File: config.mk
export PLATFORM = sky130hd
export DESIGN_NAME = tick_driven_task_slot_scheduler
export DESIGN_NICKNAME = d
export VERILOG_FILES = /design/src/sv/tdss_pkg.sv /design/src/sv/tdss_cell.sv /design/src/sv/tdss_head.sv /design/src/sv/tick_driven_task_slot_scheduler.sv
export SDC_FILE = /design/constraint.sdc
export NUM_CORES = 1
export LEC_CHECK = 0
export BUFFER_PORTS_ARGS = -buffer_cell sky130_fd_sc_hd__buf_2
export CAP_MARGIN = 20
export CORE_UTILIZATION = 56
export CTS_CLUSTER_DIAMETER = 60
export CTS_CLUSTER_SIZE = 30
export DETAILED_ROUTE_END_ITERATION = 10
export PLACE_DENSITY = 0.85
export SYNTH_ARGS = -nofsm -noshare
export SYNTH_HDL_FRONTEND = slang
export SYNTH_SLANG_ARGS = --single-unit
File: constraint.sdc
create_clock -name clk_i -period 2.4 [get_ports clk_i]
set_clock_uncertainty 0.15 [all_clocks]
set_input_delay 0.12 -clock clk_i [delete_from_list [all_inputs] [get_ports clk_i]]
set_output_delay 0.12 -clock clk_i [all_outputs]
set_load 0.01 [all_outputs]
File: src/sv/tdss_pkg.sv
`timescale 1ns / 1ps
`default_nettype none
// ----------------------------------------------------------------------------
// Task slot scheduler package
// Shared types and constants for the slot ring, the head unit and the top level.
// ----------------------------------------------------------------------------
package tdss_pkg;

  localparam int unsigned TASK_SLOTS_DEF = 8;
  localparam int unsigned MAX_RESULTS    = 8;
  localparam int unsigned RUNS_MAX       = 255;

  typedef enum logic [1:0] {
    OP_TICK     = 2'd0,
    OP_ADD      = 2'd1,
    OP_DELETE   = 2'd2,
    OP_DISPATCH = 2'd3
  } op_e;

  typedef enum logic [1:0] {
    ST_OK      = 2'd0,
    ST_FULL    = 2'd1,
    ST_EMPTY   = 2'd2,
    ST_NOREADY = 2'd3
  } status_e;

  typedef struct packed {
    op_e         opcode;
    logic [2:0]  slot_number;
    logic [15:0] handle_in;
    logic [15:0] first_delay;
    logic [15:0] repeat_period;
  } in_t;

  typedef struct packed {
    status_e     status;
    logic [2:0]  slot_out;
    logic [15:0] handle_out;
    logic        last;
  } out_t;

  typedef struct packed {
    logic        valid;
    logic [15:0] handle;
    logic [15:0] delay;
    logic [15:0] period;
    logic [7:0]  runs;
  } slot_t;

  // Control handed to the head unit for the slot currently at the head.
  typedef struct packed {
    op_e  op;
    logic del_hit;
    logic add_open;
    logic disp_open;
  } head_ctl_t;

endpackage
`default_nettype wire

File: src/sv/tdss_cell.sv
`timescale 1ns / 1ps
`default_nettype none
// ----------------------------------------------------------------------------
// Slot ring cell
// Holds one task slot and takes its neighbour's slot whenever the ring moves.
// ----------------------------------------------------------------------------
module tdss_cell
  import tdss_pkg::*;
(
  input  wire logic  clk_i,
  input  wire logic  rst_ni,
  input  wire logic  shift_i,
  input  wire slot_t slot_i,
  output slot_t      slot_o
);

  slot_t slot_q;

  always_ff @(posedge clk_i or negedge rst_ni) begin
    if (!rst_ni) begin
      slot_q <= '0;
    end else if (shift_i) begin
      slot_q <= slot_i;
    end
  end

  assign slot_o = slot_q;

endmodule
`default_nettype wire

File: src/sv/tdss_head.sv
`timescale 1ns / 1ps
`default_nettype none
// ----------------------------------------------------------------------------
// Slot head unit
// Applies the current operation to the slot leaving the head of the ring.
// ----------------------------------------------------------------------------
module tdss_head
  import tdss_pkg::*;
(
  input  wire slot_t     slot_i,
  input  wire in_t       item_i,
  input  wire head_ctl_t ctl_i,
  output slot_t          slot_o,
  output logic           hit_o
);

  always_comb begin
    slot_o = slot_i;
    hit_o  = 1'b0;
    case (ctl_i.op)
      OP_TICK: begin
        if (slot_i.valid) begin
          if (slot_i.delay == '0) begin
            if (slot_i.runs != 8'(RUNS_MAX)) begin
              slot_o.runs = slot_i.runs + 8'd1;
            end
            if (slot_i.period != '0) begin
              slot_o.delay = slot_i.period;
            end
          end else begin
            slot_o.delay = slot_i.delay - 16'd1;
          end
        end
      end
      OP_ADD: begin
        if (ctl_i.add_open && !slot_i.valid) begin
          slot_o.valid  = 1'b1;
          slot_o.handle = item_i.handle_in;
          slot_o.delay  = item_i.first_delay;
          slot_o.period = item_i.repeat_period;
          slot_o.runs   = '0;
          hit_o         = 1'b1;
        end
      end
      OP_DELETE: begin
        if (ctl_i.del_hit && slot_i.valid) begin
          slot_o = '0;
          hit_o  = 1'b1;
        end
      end
      OP_DISPATCH: begin
        if (ctl_i.disp_open && slot_i.valid && slot_i.runs != '0) begin
          hit_o       = 1'b1;
          slot_o.runs = slot_i.runs - 8'd1;
          // One-shot tasks leave the table once they have run.
          if (slot_i.period == '0) begin
            slot_o = '0;
          end
        end
      end
      default: begin
        slot_o = slot_i;
      end
    endcase
  end

endmodule
`default_nettype wire

File: src/sv/tick_driven_task_slot_scheduler.sv
`timescale 1ns / 1ps
`default_nettype none
// ----------------------------------------------------------------------------
// Tick-driven task slot scheduler
// Time-triggered cooperative scheduler built on a ring of task slot cells.
// ----------------------------------------------------------------------------
// Usage notes.
// Commands arrive as beats on the input channel (in_valid_i, in_stall_o,
// in_data_i): tick, add task, delete task and dispatch. Results leave as beats
// on the output channel (out_valid_o, out_stall_i, out_data_o); the last beat
// belonging to a command carries last set.
// The slots sit in a ring of TASK_SLOTS cells. Every command walks the ring
// once: each cycle in which the ring is not paused, the slot at the head
// passes through the head unit, which applies the command, and re-enters the
// ring at the tail. After TASK_SLOTS moves the ring is back in its original
// order. An unstalled command is accepted in S_IDLE, walks the ring in S_WALK
// and has its final beat loaded into the output register in S_DONE.
// A dispatch gives up to eight beats; each earlier beat is loaded into the
// output register when the next ready slot reaches the head, so the first
// beat of a dispatch can appear before the walk is over. If the output
// register is still stalled at that point the ring simply pauses.
// The next command is taken while a finished beat waits in the output
// register. Reset empties every slot and leaves both channels idle.
// ----------------------------------------------------------------------------
module tick_driven_task_slot_scheduler
  import tdss_pkg::*;
#(
  parameter int unsigned TASK_SLOTS = TASK_SLOTS_DEF
) (
  input  wire logic clk_i,
  input  wire logic rst_ni,
  input  wire logic in_valid_i,
  output logic      in_stall_o,
  input  wire in_t  in_data_i,
  output logic      out_valid_o,
  input  wire logic out_stall_i,
  output out_t      out_data_o
);

  localparam int unsigned IdxW = (TASK_SLOTS > 1) ? $clog2(TASK_SLOTS) : 1;
  localparam int unsigned SelW = (IdxW > 3) ? IdxW : 3;
  localparam int unsigned CntW = $clog2(MAX_RESULTS + 1);

  typedef enum logic [1:0] {
    S_IDLE,
    S_WALK,
    S_DONE
  } state_e;

  // Ring of slot cells: cell 0 is the head, the tail takes the head unit's
  // output, every other cell takes its upper neighbour.
  slot_t ring_q [TASK_SLOTS];
  slot_t head_new;
  logic  ring_shift;
  logic  head_hit;
  head_ctl_t head_ctl;

  for (genvar i = 0; i < TASK_SLOTS; i++) begin : g_ring
    slot_t cell_in;
    if (i == TASK_SLOTS - 1) begin : g_tail
      assign cell_in = head_new;
    end else begin : g_mid
      assign cell_in = ring_q[i + 1];
    end
    tdss_cell u_cell (
      .clk_i   (clk_i),
      .rst_ni  (rst_ni),
      .shift_i (ring_shift),
      .slot_i  (cell_in),
      .slot_o  (ring_q[i])
    );
  end

  // Control and result registers.
  state_e            state_q, state_d;
  in_t               item_q, item_d;
  logic [IdxW-1:0]   step_q, step_d;
  logic              found_q, found_d;
  logic [CntW-1:0]   cnt_q, cnt_d;
  logic              hold_valid_q, hold_valid_d;
  out_t              hold_q, hold_d;
  logic              out_valid_q, out_valid_d;
  out_t              out_q, out_d;

  logic              out_free;
  logic              need_out;
  logic [SelW-1:0]   step_w;
  logic [2:0]        slot3;
  logic              walk_end;

  assign step_w   = SelW'(step_q);
  assign slot3    = step_w[2:0];
  assign walk_end = (step_q == IdxW'(TASK_SLOTS - 1));
  assign out_free = !out_valid_q || !out_stall_i;

  always_comb begin
    head_ctl.op        = item_q.opcode;
    head_ctl.del_hit   = (SelW'(item_q.slot_number) == step_w);
    head_ctl.add_open  = !found_q;
    head_ctl.disp_open = (cnt_q < CntW'(MAX_RESULTS));
  end

  tdss_head u_head (
    .slot_i (ring_q[0]),
    .item_i (item_q),
    .ctl_i  (head_ctl),
    .slot_o (head_new),
    .hit_o  (head_hit)
  );

  // A dispatch hit while a beat is already held pushes the held beat out.
  assign need_out   = head_hit && (item_q.opcode == OP_DISPATCH) && hold_valid_q;
  assign ring_shift = (state_q == S_WALK) && (!need_out || out_free);

  always_comb begin
    state_d      = state_q;
    item_d       = item_q;
    step_d       = step_q;
    found_d      = found_q;
    cnt_d        = cnt_q;
    hold_valid_d = hold_valid_q;
    hold_d       = hold_q;
    out_valid_d  = out_valid_q && out_stall_i;
    out_d        = out_q;

    case (state_q)
      S_IDLE: begin
        if (in_valid_i) begin
          item_d       = in_data_i;
          step_d       = '0;
          found_d      = 1'b0;
          cnt_d        = '0;
          hold_valid_d = 1'b1;
          hold_d       = '0;
          case (in_data_i.opcode)
            OP_TICK: begin
              hold_d.status = ST_OK;
            end
            OP_ADD: begin
              hold_d.status = ST_FULL;
            end
            OP_DELETE: begin
              hold_d.status   = ST_EMPTY;
              hold_d.slot_out = in_data_i.slot_number;
            end
            OP_DISPATCH: begin
              hold_valid_d = 1'b0;
            end
            default: begin
              hold_valid_d = 1'b0;
            end
          endcase
          state_d = S_WALK;
        end
      end
      S_WALK: begin
        if (ring_shift) begin
          if (head_hit) begin
            found_d         = 1'b1;
            hold_valid_d    = 1'b1;
            hold_d.status   = ST_OK;
            hold_d.slot_out = slot3;
            hold_d.last     = 1'b0;
            if (item_q.opcode == OP_DISPATCH) begin
              hold_d.handle_out = ring_q[0].handle;
              cnt_d             = cnt_q + CntW'(1);
            end
            if (need_out) begin
              out_valid_d  = 1'b1;
              out_d        = hold_q;
              out_d.last   = 1'b0;
            end
          end
          step_d = step_q + IdxW'(1);
          if (walk_end) begin
            state_d = S_DONE;
          end
        end
      end
      S_DONE: begin
        if (out_free) begin
          out_valid_d = 1'b1;
          if (hold_valid_q) begin
            out_d = hold_q;
          end else begin
            out_d        = '0;
            out_d.status = ST_NOREADY;
          end
          out_d.last = 1'b1;
          state_d    = S_IDLE;
        end
      end
      default: begin
        state_d = S_IDLE;
      end
    endcase
  end

  always_ff @(posedge clk_i or negedge rst_ni) begin
    if (!rst_ni) begin
      state_q      <= S_IDLE;
      item_q       <= '0;
      step_q       <= '0;
      found_q      <= 1'b0;
      cnt_q        <= '0;
      hold_valid_q <= 1'b0;
      hold_q       <= '0;
      out_valid_q  <= 1'b0;
      out_q        <= '0;
    end else begin
      state_q      <= state_d;
      item_q       <= item_d;
      step_q       <= step_d;
      found_q      <= found_d;
      cnt_q        <= cnt_d;
      hold_valid_q <= hold_valid_d;
      hold_q       <= hold_d;
      out_valid_q  <= out_valid_d;
      out_q        <= out_d;
    end
  end

  assign in_stall_o  = (state_q != S_IDLE);
  assign out_valid_o = out_valid_q;
  assign out_data_o  = out_q;

endmodule
`default_nettype wire

# == Word-level counts from Yosys, hierarchy flattened ==
# Cells that the tools add are included.
# Widths: inputs -> output; s select.
# word_totals
word_cells,169
output_inout_bits,24
inputBits,57
reg_bits,565
# op_classes
muxes,56
magnitude_cmp,1
n_reduce_logical,30
n_eq_ne,18
n_addsub,5
# ops
op,n
$mux 57,4
$mux 22,8
$pmux 22 s2,2
$mux 16,4
$pmux 16 s4,1
$pmux 17 s3,1
$pmux 16 s3,1
$logic_not 16->1,2
$pmux 8 s4,1
$mux 8,3
$mux 4,4
$reduce_bool 16->1,1
$sub 16x1->16 const B,1
$mux 1,12
$eq 2x2->1 const B,5
$ne 2x2->1 const B,5
$reduce_and 5->1,2
$mux 3,3
$add 8x1->8 const B,1
$logic_and 1x1->1,8
$mux 2,4
$ne 8x8->1 const B,1
$pmux 4 s2,1
$reduce_and 4->1,2
other kinds (20),33

# == Logic depth before layout (Yosys ltp) ==
# Gate-level depths: netlist of run 1.
# depth
ltp_word,12
ltp_mapped,11
mapped_depth_nobuf,8

# == Hierarchy ==
# Synthesis of run 1 repeated with hierarchy kept, for this count alone.
# unflattened
cells_unflattened,1579
hier_area_um2,24315.8
# modules_own_cells
mod,seq_area_each_um2,n_inst,area_each_um2,cells_per_inst
tdss_cell,1426.4,8,2235.9,120
tick_driven_task_slot_scheduler,2702.6,1,4575.6,336
tdss_head,0.0,1,1853.0,283

# == Least setup slack after synthesis of run 1 ==
# Ideal clock, no wire load.
# synth_path
path_kind,reg-to-reg
from,register g_ring[0].u_cell.slot_q (netlist bit g_ring[0].u_cell.slot_o[0])
to,register hold_q[17] (netlist name)
period_less_slack_ns,2.557
path_slack_ns,-0.157
stages_incl_launch_ff,11
arrival_time_ns,2.282
cell_sequence,dfrtp_1 -> clkbuf_1 -> inv_1 -> ha_1 -> nor3b_4 -> a211oi_4 -> nand2b_1 -> buf_4 -> nor2_2 -> o21ai_4 -> mux2_4
# synth_between
elab_chain_len,11
# synth_lines
element,line_no,rtl
start: declaration,tdss_cell.sv:17,slot_t slot_q;
start signal: assignment,tdss_cell.sv:23,slot_q <= slot_i;
$reduce_bool 8->1 (*),tdss_head.sv:52,if (ctl_i.disp_open && slot_i.valid && slot_i.runs != '0) begin
$logic_and 1x1->1 (*),tdss_head.sv:52,
$mux 1 (*),tdss_head.sv:52,
$pmux 1 s3 (*),tdss_head.sv:20,case (ctl_i.op)
$logic_and 1x1->1 (2 in series),tick_driven_task_slot_scheduler.sv:112,assign need_out = head_hit && (item_q.opcode == OP_DISPATCH) && hold_valid_q;
$logic_not 1->1,tick_driven_task_slot_scheduler.sv:113,assign ring_shift = (state_q == S_WALK) && (!need_out || out_free);
$logic_or 1x1->1,tick_driven_task_slot_scheduler.sv:113,
$logic_and 1x1->1,tick_driven_task_slot_scheduler.sv:113,
$ne 2x1->1 (no source line),n/a,
$reduce_and 4->1 (no source line) (*),n/a,
end signal: assignment,tick_driven_task_slot_scheduler.sv:217,hold_q <= hold_d;
end: declaration,tick_driven_task_slot_scheduler.sv:81,"out_t hold_q, hold_d;"
# Every way passes the cells marked *; elsewhere a longest branch is shown, timed or not.
# A chain may end at the register's enable or synchronous reset.

# == Worst setup path in the final report of run 1 ==
# layout_path
from,register g_ring[0].u_cell.slot_q (netlist bit g_ring[0].u_cell.slot_o[1])
to,register g_ring[7].u_cell.slot_q (netlist bit g_ring[7].u_cell.slot_o[10])
# layout_between
elab_chain_len,9
# layout_lines
element,line_no
$reduce_bool 8->1 (*),tdss_head.sv:52
$logic_and 1x1->1 (*),tdss_head.sv:52
$mux 1,tdss_head.sv:52
$pmux 1 s3,tdss_head.sv:20
$logic_and 1x1->1 (2 in series),tick_driven_task_slot_scheduler.sv:112
$logic_not 1->1,tick_driven_task_slot_scheduler.sv:113
$logic_or 1x1->1,tick_driven_task_slot_scheduler.sv:113
$logic_and 1x1->1,tick_driven_task_slot_scheduler.sv:113
end signal: assignment,tdss_cell.sv:23
end: declaration,tdss_cell.sv:17
# Marks and branches as above.

==> flow_results.xml, run 1 <==
<?xml version="1.0" encoding="UTF-8"?>
<metrics>
  <group name="power">
    <metric name="power.density" unit="nW/µm²">1344</metric>
    <metric name="power.static_leakage" unit="µW">0.01436</metric>
    <metric name="vdd.ir_drop.worst" unit="V">0.0008393</metric>
  </group>
  <group name="grt">
    <metric name="overflow" unit="">0</metric>
    <metric name="grt_max_degree" unit="">91</metric>
    <metric name="number_of_global_route_vias_before_repair" unit="">17690</metric>
    <metric name="global_route.usage.total" unit="%">25.98</metric>
    <metric name="grt_first_pass_wirelength" unit="µm">87930</metric>
    <metric name="initial_antenna_violation_count" unit="">0</metric>
  </group>
  <group name="timing">
    <metric name="final-hold-violation-count" unit="">0</metric>
    <metric name="final.period_utilization" unit="%">102.5</metric>
    <metric name="post-route-worst-setup-slack" unit="ps">-60.47</metric>
    <metric name="clock.fmax" unit="GHz">0.4064</metric>
    <metric name="count_of_final_max_slew_check_failures" unit="">0</metric>
    <metric name="rsz0062_at_grt" unit="">true</metric>
    <metric name="fin_tns_setup" unit="ps">-184.5</metric>
    <metric name="relative_slew_slack" unit="%">50.57</metric>
    <metric name="min_period" unit="ps">2460</metric>
    <metric name="worst_slew_pin_slew" unit="ps">733.7</metric>
    <metric name="setup_viol" unit="">13</metric>
  </group>
  <group name="logic_synthesis">
    <metric name="synth.net_count" unit="">2572</metric>
    <metric name="synth_warnings" unit="">0</metric>
    <metric name="synth.lib_cells_used.distinct" unit="">70</metric>
    <metric name="synthCells" unit="">2505</metric>
    <metric name="synthArstFlopShare" unit="%">100.0</metric>
    <metric name="synth_edf_count" unit="">0</metric>
    <metric name="synth_flop_cell" unit="">sky130_fd_sc_hd__dfrtp_1</metric>
    <metric name="syn_avg_cell_area" unit="µm²">9.302</metric>
    <metric name="post_synth_instance_area" unit="µm²">23300</metric>
    <metric name="ys_ff_latch" unit="">564</metric>
    <metric name="synth-seq-area-share" unit="%">60.57</metric>
  </group>
  <group name="run">
    <metric name="drv.max_cap_violation_count" unit="">0</metric>
  </group>
  <group name="detailed_routing">
    <metric name="remaining_drc_errors" unit="">0</metric>
    <metric name="detail_route.wirelength" unit="µm">56830</metric>
    <metric name="wl_per_cell" unit="µm">17.56</metric>
    <metric name="drt.antenna.violating_nets" unit="">0</metric>
    <metric name="drt-pass1-iter-count" unit="">8</metric>
    <metric name="num_vias" unit="">18200</metric>
    <metric name="avgViaCountPerCell" unit="">5.625</metric>
    <metric name="violation_count_after_the_first_detailed_routing_iteration" unit="">1885</metric>
  </group>
  <group name="cells_and_area">
    <metric name="fill_cells" unit="">2895</metric>
    <metric name="final_layout_size_suffix_gt1_share" unit="%">14.68</metric>
    <metric name="nNetsFinal" unit="">2747</metric>
    <metric name="final_core_utilization" unit="%">66.93</metric>
    <metric name="antennaDiodeCount" unit="">0</metric>
    <metric name="area_growth_syn_to_layout" unit="%">17.55</metric>
  </group>
  <group name="setup_path">
    <metric name="timing.critical_path.from_type" unit="">register</metric>
    <metric name="data_required_critical_path" unit="ps">2690</metric>
    <metric name="worst_ep_arrival_time" unit="ps">2750</metric>
    <metric name="cp-end-kind" unit="">register</metric>
    <metric name="worst-setup-path-type" unit="">register to register</metric>
    <metric name="cp_max_fo" unit="">8</metric>
  </group>
  <group name="floorplan">
    <metric name="die_area" unit="µm²">42430</metric>
    <metric name="core_area" unit="µm²">40920</metric>
    <metric name="core.rowCount" unit="">74</metric>
    <metric name="die-height" unit="µm">206.0</metric>
    <metric name="initial_util" unit="%">56.94</metric>
    <metric name="io_pins" unit="">81</metric>
    <metric name="die_width" unit="µm">206.0</metric>
  </group>
  <group name="cts">
    <metric name="ctsRootBufferMaster" unit="">sky130_fd_sc_hd__clkbuf_16</metric>
    <metric name="clk_pin_slew_worst_paths" unit="ps">110</metric>
    <metric name="tritoncts_num_sinks" unit="">564</metric>
    <metric name="clock_latency_late_sink" unit="ps">600</metric>
    <metric name="clockBufferDepth" unit="">3</metric>
    <metric name="numCtsBuffers" unit="">34</metric>
    <metric name="cts_tree" unit="">done</metric>
    <metric name="htree_levels" unit="">2</metric>
  </group>
  <group name="placed_design">
    <metric name="port-buffer-count" unit="">80</metric>
    <metric name="post-dp-hpwl" unit="µm">34330</metric>
    <metric name="place_congestion" unit="">0.9309</metric>
    <metric name="placement.setup.worst_slack" unit="ps">-6.396</metric>
  </group>
  <group name="outcome">
    <metric name="run_status" unit="">finished, violations left</metric>
    <metric name="failed_checks" unit="">setup timing</metric>
  </group>
  <group name="hold_path">
    <metric name="hp-class" unit="">input pin to async pin</metric>
  </group>
</metrics>
[sequential cells by signal, summed over array words and instances, names as in the netlist]
name and count:
slot3 3, item_q 51, hold_valid_q 1, hold_q 21, state_q 2, out_valid_o 1
g_ring.u_cell.slot_o 456, head_ctl 2, out_data_o 22, cnt_q 4, found_q 1
[area by class of cell]
cell class / instances / area [µm²] / area share [%]
multi-input cells: 1775 / 8572 / 31.30
well taps: 532 / 665.6 / 2.430
clock inverters: 23 / 362.8 / 1.325
repair buffers: 289 / 2711 / 9.899
inverters: 16 / 60.06 / 0.2193
flip-flops and latches: 564 / 14110 / 51.53
clock buffers: 37 / 903.4 / 3.298
[layout by cell type (no fill, tap or decap), types with 8 or more instances in the layout]
cell type	netlist	layout
sky130_fd_sc_hd__dlygate4sd3_1	0	56
sky130_fd_sc_hd__and3_1	35	30
sky130_fd_sc_hd__nor4_1	11	8
sky130_fd_sc_hd__nor2_1	40	40
sky130_fd_sc_hd__dfrtp_1	564	563
sky130_fd_sc_hd__a31oi_1	9	9
sky130_fd_sc_hd__a221o_1	35	35
sky130_fd_sc_hd__a221oi_1	16	14
sky130_fd_sc_hd__inv_1	15	13
sky130_fd_sc_hd__nand2_1	1301	1300
sky130_fd_sc_hd__buf_2	96	79
sky130_fd_sc_hd__buf_6	0	13
sky130_fd_sc_hd__buf_4	4	102
sky130_fd_sc_hd__nor3_1	19	19
sky130_fd_sc_hd__o21ai_0	74	73
sky130_fd_sc_hd__mux2_2	53	53
sky130_fd_sc_hd__clkbuf_16	0	44
sky130_fd_sc_hd__buf_12	0	26
sky130_fd_sc_hd__ha_1	10	9
sky130_fd_sc_hd__a21oi_1	32	31
sky130_fd_sc_hd__nand3_1	17	17
[critical path, stage by stage (launching register included)]
cell	delay [ps]
sky130_fd_sc_hd__dfrtp_1	380
sky130_fd_sc_hd__inv_2	60
sky130_fd_sc_hd__ha_4	160
sky130_fd_sc_hd__nor3b_4	160
sky130_fd_sc_hd__a211oi_4	290
sky130_fd_sc_hd__nand2b_4	290
sky130_fd_sc_hd__buf_6	130
sky130_fd_sc_hd__a21oi_4	30
sky130_fd_sc_hd__buf_6	140
sky130_fd_sc_hd__clkbuf_16	170
sky130_fd_sc_hd__a221o_1	330
[cells in the mapped netlist (3+ instances only)]
master / instances / area [µm²]
sky130_fd_sc_hd__o22ai_1: 6 / 37.54
sky130_fd_sc_hd__inv_1: 15 / 56.30
sky130_fd_sc_hd__o21ai_1: 4 / 20.02
sky130_fd_sc_hd__nor4_1: 11 / 68.82
sky130_fd_sc_hd__nand2_1: 1301 / 4883
sky130_fd_sc_hd__a221o_1: 35 / 350.3
sky130_fd_sc_hd__a31oi_1: 9 / 56.30
sky130_fd_sc_hd__nand3_1: 17 / 85.08
sky130_fd_sc_hd__a221oi_1: 16 / 140.1
sky130_fd_sc_hd__mux2_4: 4 / 60.06
sky130_fd_sc_hd__and2_1: 4 / 25.02
sky130_fd_sc_hd__ha_1: 10 / 125.1
sky130_fd_sc_hd__and4_1: 4 / 35.03
sky130_fd_sc_hd__nand4_1: 4 / 25.02
sky130_fd_sc_hd__xnor2_1: 3 / 26.28
sky130_fd_sc_hd__nor4_2: 5 / 62.56
sky130_fd_sc_hd__o22a_1: 5 / 43.79
sky130_fd_sc_hd__o31ai_1: 4 / 30.03
sky130_fd_sc_hd__nand2b_1: 5 / 31.28
sky130_fd_sc_hd__clkbuf_1: 48 / 180.2
sky130_fd_sc_hd__or3_1: 3 / 18.77
sky130_fd_sc_hd__a211oi_1: 4 / 30.03
sky130_fd_sc_hd__buf_4: 4 / 30.03
sky130_fd_sc_hd__or4_1: 4 / 30.03
sky130_fd_sc_hd__buf_2: 96 / 480.5
sky130_fd_sc_hd__o21ai_0: 74 / 370.4
sky130_fd_sc_hd__and3_1: 35 / 219.0
sky130_fd_sc_hd__mux2i_1: 6 / 60.06
sky130_fd_sc_hd__a21oi_1: 32 / 160.2
sky130_fd_sc_hd__nor3_1: 19 / 95.09
sky130_fd_sc_hd__a22o_1: 4 / 35.03
sky130_fd_sc_hd__nor2_1: 40 / 150.1
sky130_fd_sc_hd__nor2b_1: 3 / 18.77
sky130_fd_sc_hd__dfrtp_1: 564 / 14110
sky130_fd_sc_hd__xor2_1: 5 / 43.79
sky130_fd_sc_hd__a21o_1: 5 / 37.54
sky130_fd_sc_hd__mux2_2: 53 / 596.8
[report_power, final]
| group | switching [µW] | internal (µW) |
|---|---|---|
| combinational | 8640 | 5750 |
| clock | 3590 | 3290 |
| sequential | 2390 | 13200 |
[final timing paths]
kind	to	slack, ps	start	cells after the start
max reg2reg	g_ring[7].u_cell.slot_o[10]$_DFFE_PN0N_	-60	g_ring[0].u_cell.slot_o[1]$_DFFE_PN0N_	10
min reg2reg	g_ring[1].u_cell.slot_o[25]$_DFFE_PN0N_	300	g_ring[2].u_cell.slot_o[25]$_DFFE_PN0N_	2
max	g_ring[7].u_cell.slot_o[10]$_DFFE_PN0N_	-60	g_ring[0].u_cell.slot_o[1]$_DFFE_PN0N_	10
max in group asynchronous	g_ring[1].u_cell.slot_o[24]$_DFFE_PN0N_	1500	rst_ni	4
min	g_ring[3].u_cell.slot_o[0]$_DFFE_PN0N_	70	rst_ni	3
min in group clk_i	item_q[41]$_DFFE_PN0P_	140	in_data_i[41]	3
[stage by stage]
stage	cell area, µm²	hold slack [ps]	instances	total power, µW
final	27390	66.01	3236	36810
after global routing	27390	69.33	3236	38980
after CTS	26850	32.65	3209	35300
after detailed placement	24950	-106.1	3090	28160
after global placement	24950	-108.8	3090	27460
after floorplan	23330	-325.6	2505	23590
[what timing repair did]
item / in CTS / in global routing
pin swaps: 2 / 6
cloned: 0 / 10
endpoints found under the setup margin: 12 / 273
gates resized for setup: 3 / 36
setup buffers: 2 / 19
hold buffers: 57 / 0
hold endpoints to repair: 628 / 0
[cell families (layout without fill, tap and decap cells)]
family	Yosys count	in the layout	synth area share [%]
buf+inv	166	365	3.259
compound gates	220	220	6.664
simple gates	1473	1473	25.54
xor+xnor	8	8	0.3007
flops	564	564	60.57
fa+ha+maj	10	10	0.5370
mux	64	64	3.125
[routing by layer]
metal  up-vias  wire length [µm]  GRT usage, %
met5         -                 0             0
met3       119              3547         3.942
met4         0              1712         8.298
li1       8410                 -             -
met2       663             27560         43.04
met1      9010             24010         35.32
(Power assumes the default switching activity.)
==> run 2, diff against run 1 <==
--- a/config.mk
+++ b/config.mk
@@ -7,11 +7,11 @@
 export LEC_CHECK = 0
 export BUFFER_PORTS_ARGS = -buffer_cell sky130_fd_sc_hd__buf_2
 export CAP_MARGIN = 20
-export CORE_UTILIZATION = 56
+export CORE_UTILIZATION = 55
 export CTS_CLUSTER_DIAMETER = 60
 export CTS_CLUSTER_SIZE = 30
 export DETAILED_ROUTE_END_ITERATION = 10
-export PLACE_DENSITY = 0.85
+export PLACE_DENSITY = 0.84
 export SYNTH_ARGS = -nofsm -noshare
 export SYNTH_HDL_FRONTEND = slang
 export SYNTH_SLANG_ARGS = --single-unit
==> flow_results.xml, run 2 (same netlist as run 1, synthesis figures left out) <==
<?xml version="1.0" encoding="UTF-8"?>
<metrics>
  <group name="detailed_routing">
    <metric name="drt.antenna.violating_nets" unit="">0</metric>
    <metric name="avgViaCountPerCell" unit="">5.508</metric>
    <metric name="routed-wl-met3" unit="µm">2571</metric>
    <metric name="remaining_drc_errors" unit="">0</metric>
    <metric name="detail_route.wirelength" unit="µm">54990</metric>
    <metric name="num_vias" unit="">17850</metric>
    <metric name="wl_met2" unit="µm">27390</metric>
    <metric name="wl_met1" unit="µm">23090</metric>
    <metric name="violation_count_after_the_first_detailed_routing_iteration" unit="">1485</metric>
    <metric name="drt-pass1-iter-count" unit="">5</metric>
    <metric name="wl_per_cell" unit="µm">16.97</metric>
    <metric name="highest-signal-layer" unit="">met4</metric>
  </group>
  <group name="setup_path">
    <metric name="worst-setup-path-type" unit="">register to register</metric>
    <metric name="cp-end-kind" unit="">register</metric>
    <metric name="worstPathCellList" unit="">inv_2 &gt; ha_4 &gt; nor3b_4 &gt; buf_4 &gt; a21oi_4 &gt; a311oi_2 &gt; nor2_2 &gt; o21ai_4 &gt; mux2_4</metric>
    <metric name="path_delay_family" unit="">compound AO/OA/AOI/OAI gates</metric>
    <metric name="data_required_critical_path" unit="ps">2700</metric>
    <metric name="timing.reg2reg.worst_path_depth" unit="">9</metric>
    <metric name="worst_r2r_endpoint" unit="">hold_q[18]$_DFFE_PN0P_</metric>
    <metric name="timing.critical_path.slowest_stage_cell" unit="">sky130_fd_sc_hd__dfrtp_1</metric>
    <metric name="reg2reg_slack" unit="ps">-1</metric>
    <metric name="cp_max_fo" unit="">6</metric>
    <metric name="worst_ep_arrival_time" unit="ps">2710</metric>
    <metric name="r2r_start" unit="">g_ring[0].u_cell.slot_o[0]$_DFFE_PN0N_</metric>
    <metric name="critPathBufInv" unit="">2</metric>
    <metric name="slowest_delay" unit="ps">400</metric>
    <metric name="critPathLaunch" unit="">g_ring[0].u_cell.slot_o[0]$_DFFE_PN0N_</metric>
    <metric name="timing.critical_path.from_type" unit="">register</metric>
  </group>
  <group name="cts">
    <metric name="clock_latency_late_sink" unit="ps">580</metric>
    <metric name="numCtsBuffers" unit="">35</metric>
    <metric name="clk_pin_slew_worst_paths" unit="ps">90</metric>
    <metric name="tritoncts_num_sinks" unit="">564</metric>
    <metric name="cts_tree" unit="">done</metric>
    <metric name="htree_levels" unit="">2</metric>
    <metric name="clockBufferDepth" unit="">3</metric>
    <metric name="ctsRootBufferMaster" unit="">sky130_fd_sc_hd__clkbuf_16</metric>
  </group>
  <group name="power">
    <metric name="power.static_leakage" unit="µW">0.01432</metric>
    <metric name="power.density" unit="nW/µm²">1326</metric>
    <metric name="vdd.ir_drop.worst" unit="V">0.0006608</metric>
    <metric name="total_power" unit="µW">36160</metric>
  </group>
  <group name="cells_and_area">
    <metric name="final_layout_size_suffix_gt1_share" unit="%">14.59</metric>
    <metric name="final_core_utilization" unit="%">65.15</metric>
    <metric name="nNetsFinal" unit="">2742</metric>
    <metric name="final_common_cell" unit="">sky130_fd_sc_hd__nand2_1</metric>
    <metric name="area_growth_syn_to_layout" unit="%">17.03</metric>
    <metric name="most_frequent_cells_in_the_layout" unit="">sky130_fd_sc_hd__nand2_1 (1,298), sky130_fd_sc_hd__dfrtp_1 (564), sky130_fd_sc_hd__buf_4 (105)</metric>
    <metric name="max_reg_flops" unit="">456</metric>
    <metric name="fill_cells" unit="">3092</metric>
  </group>
  <group name="timing">
    <metric name="final-hold-violation-count" unit="">0</metric>
    <metric name="final.period_utilization" unit="%">100.0</metric>
    <metric name="rsz0062_at_grt" unit="">true</metric>
    <metric name="clock.fmax" unit="GHz">0.4165</metric>
    <metric name="worst_slew_pin_slew" unit="ps">733.1</metric>
    <metric name="relative_slew_slack" unit="%">50.61</metric>
    <metric name="count_of_final_max_slew_check_failures" unit="">0</metric>
    <metric name="min_period" unit="ps">2401</metric>
    <metric name="setup_viol" unit="">1</metric>
    <metric name="post-route-worst-setup-slack" unit="ps">-0.9688</metric>
  </group>
  <group name="grt">
    <metric name="grt_first_pass_wirelength" unit="µm">89260</metric>
    <metric name="grt_max_degree" unit="">113</metric>
    <metric name="number_of_global_route_vias_before_repair" unit="">17890</metric>
    <metric name="global_route.usage.total" unit="%">25.38</metric>
    <metric name="overflow" unit="">0</metric>
    <metric name="initial_antenna_violation_count" unit="">1</metric>
  </group>
  <group name="floorplan">
    <metric name="io_pins" unit="">81</metric>
    <metric name="initial_util" unit="%">55.67</metric>
    <metric name="core_area" unit="µm²">41850</metric>
    <metric name="core.rowCount" unit="">75</metric>
    <metric name="die_width" unit="µm">207.8</metric>
    <metric name="die-height" unit="µm">207.8</metric>
    <metric name="die_area" unit="µm²">43190</metric>
  </group>
  <group name="run">
    <metric name="drv.max_cap_violation_count" unit="">0</metric>
  </group>
  <group name="placed_design">
    <metric name="port-buffer-count" unit="">80</metric>
    <metric name="post-dp-hpwl" unit="µm">34640</metric>
    <metric name="place_congestion" unit="">0.9151</metric>
  </group>
  <group name="outcome">
    <metric name="run_status" unit="">finished, violations left</metric>
    <metric name="failed_checks" unit="">setup timing</metric>
  </group>
  <group name="hold_path">
    <metric name="hp-class" unit="">input pin to async pin</metric>
  </group>
</metrics>
run 2: cell count changes in the layout (fill, tap and decap cells not counted), moves of 3 or more:
cell | before | now
sky130_fd_sc_hd__nor3_1 | 19 | 16
sky130_fd_sc_hd__clkbuf_16 | 44 | 41
sky130_fd_sc_hd__nor3_2 | 1 | 4
sky130_fd_sc_hd__buf_6 | 13 | 6
sky130_fd_sc_hd__and3_4 | 5 | 1
sky130_fd_sc_hd__and3_1 | 30 | 34
sky130_fd_sc_hd__buf_4 | 102 | 105
run 2: layout make-up:
type | instances | area (µm²) | share of cell area (%)
well taps | 539 | 674.4 | 2.473
diodes | 1 | 2.502 | 0.009177
repair buffers | 283 | 2570 | 9.425
inverters | 16 | 60.06 | 0.2202
multi-input cells | 1775 | 8581 | 31.47
clock buffers | 39 | 943.4 | 3.460
clock inverters | 23 | 324.1 | 1.188
flip-flops and latches | 564 | 14110 | 51.76
run 2: routing by layer:
| metal | track usage [%] | vias up |
|---|---|---|
| met5 | 0 | - |
| met4 | 11.26 | 0 |
| met3 | 3.495 | 123 |
| met2 | 41.99 | 480 |
| met1 | 33.65 | 8840 |
| li1 | - | 8402 |
run 2: worst max path at each step:
stage | slack, ps | cells past startpoint | to
6_report | -1 | 9 | hold_q[18]$_DFFE_PN0P_
5_1_grt | -90 | 9 | hold_valid_q$_DFFE_PN0P_
4_1_cts | 6 | 7 | g_ring[7].u_cell.slot_o[37]$_DFFE_PN0N_
3_5_place_dp | -70 | 7 | g_ring[7].u_cell.slot_o[24]$_DFFE_PN0N_
3_3_place_gp | -6 | 7 | g_ring[7].u_cell.slot_o[26]$_DFFE_PN0N_
2_1_floorplan | 2 | 10 | hold_q[17]$_DFFE_PN0P_
run 2: worst register-to-register path: cells and delay by family (launching register included):
family | cells | cell delay (ps)
buf+inv | 2 | 280
simple gates | 2 | 410
fa+ha+maj | 1 | 140
mux | 1 | 320
compound gates | 3 | 600
flops | 1 | 400
run 2: power breakdown:
part           total [µW]  internal (µW)  switching (µW)
Combinational       13800           5500            8320
Sequential          15500          13200            2310
Clock                6880           3290            3590
run 2: what timing repair did:
item,CTS,global route
cloned,0,4
setup buffers,2,11
hold endpoints to repair,629,0
endpoints found under the setup margin,98,209
gates resized for setup,7,37
hold buffers,57,0
pin swaps,0,10
run 2: through the flow:
stage	area [µm²]	std cells	hold WS, ps	TNS, ps	setup slack (ps)
after floorplan	23330	2505	-325.6	0	2.156
after global placement	25000	3102	-137.2	-10.27	-5.990
after detailed placement	25000	3102	-134.0	-1748	-68.57
after CTS	26880	3223	51.43	0	5.778
after global routing	27270	3240	81.44	-897.5	-93.38
final	27270	3240	64.86	-0.9688	-0.9688
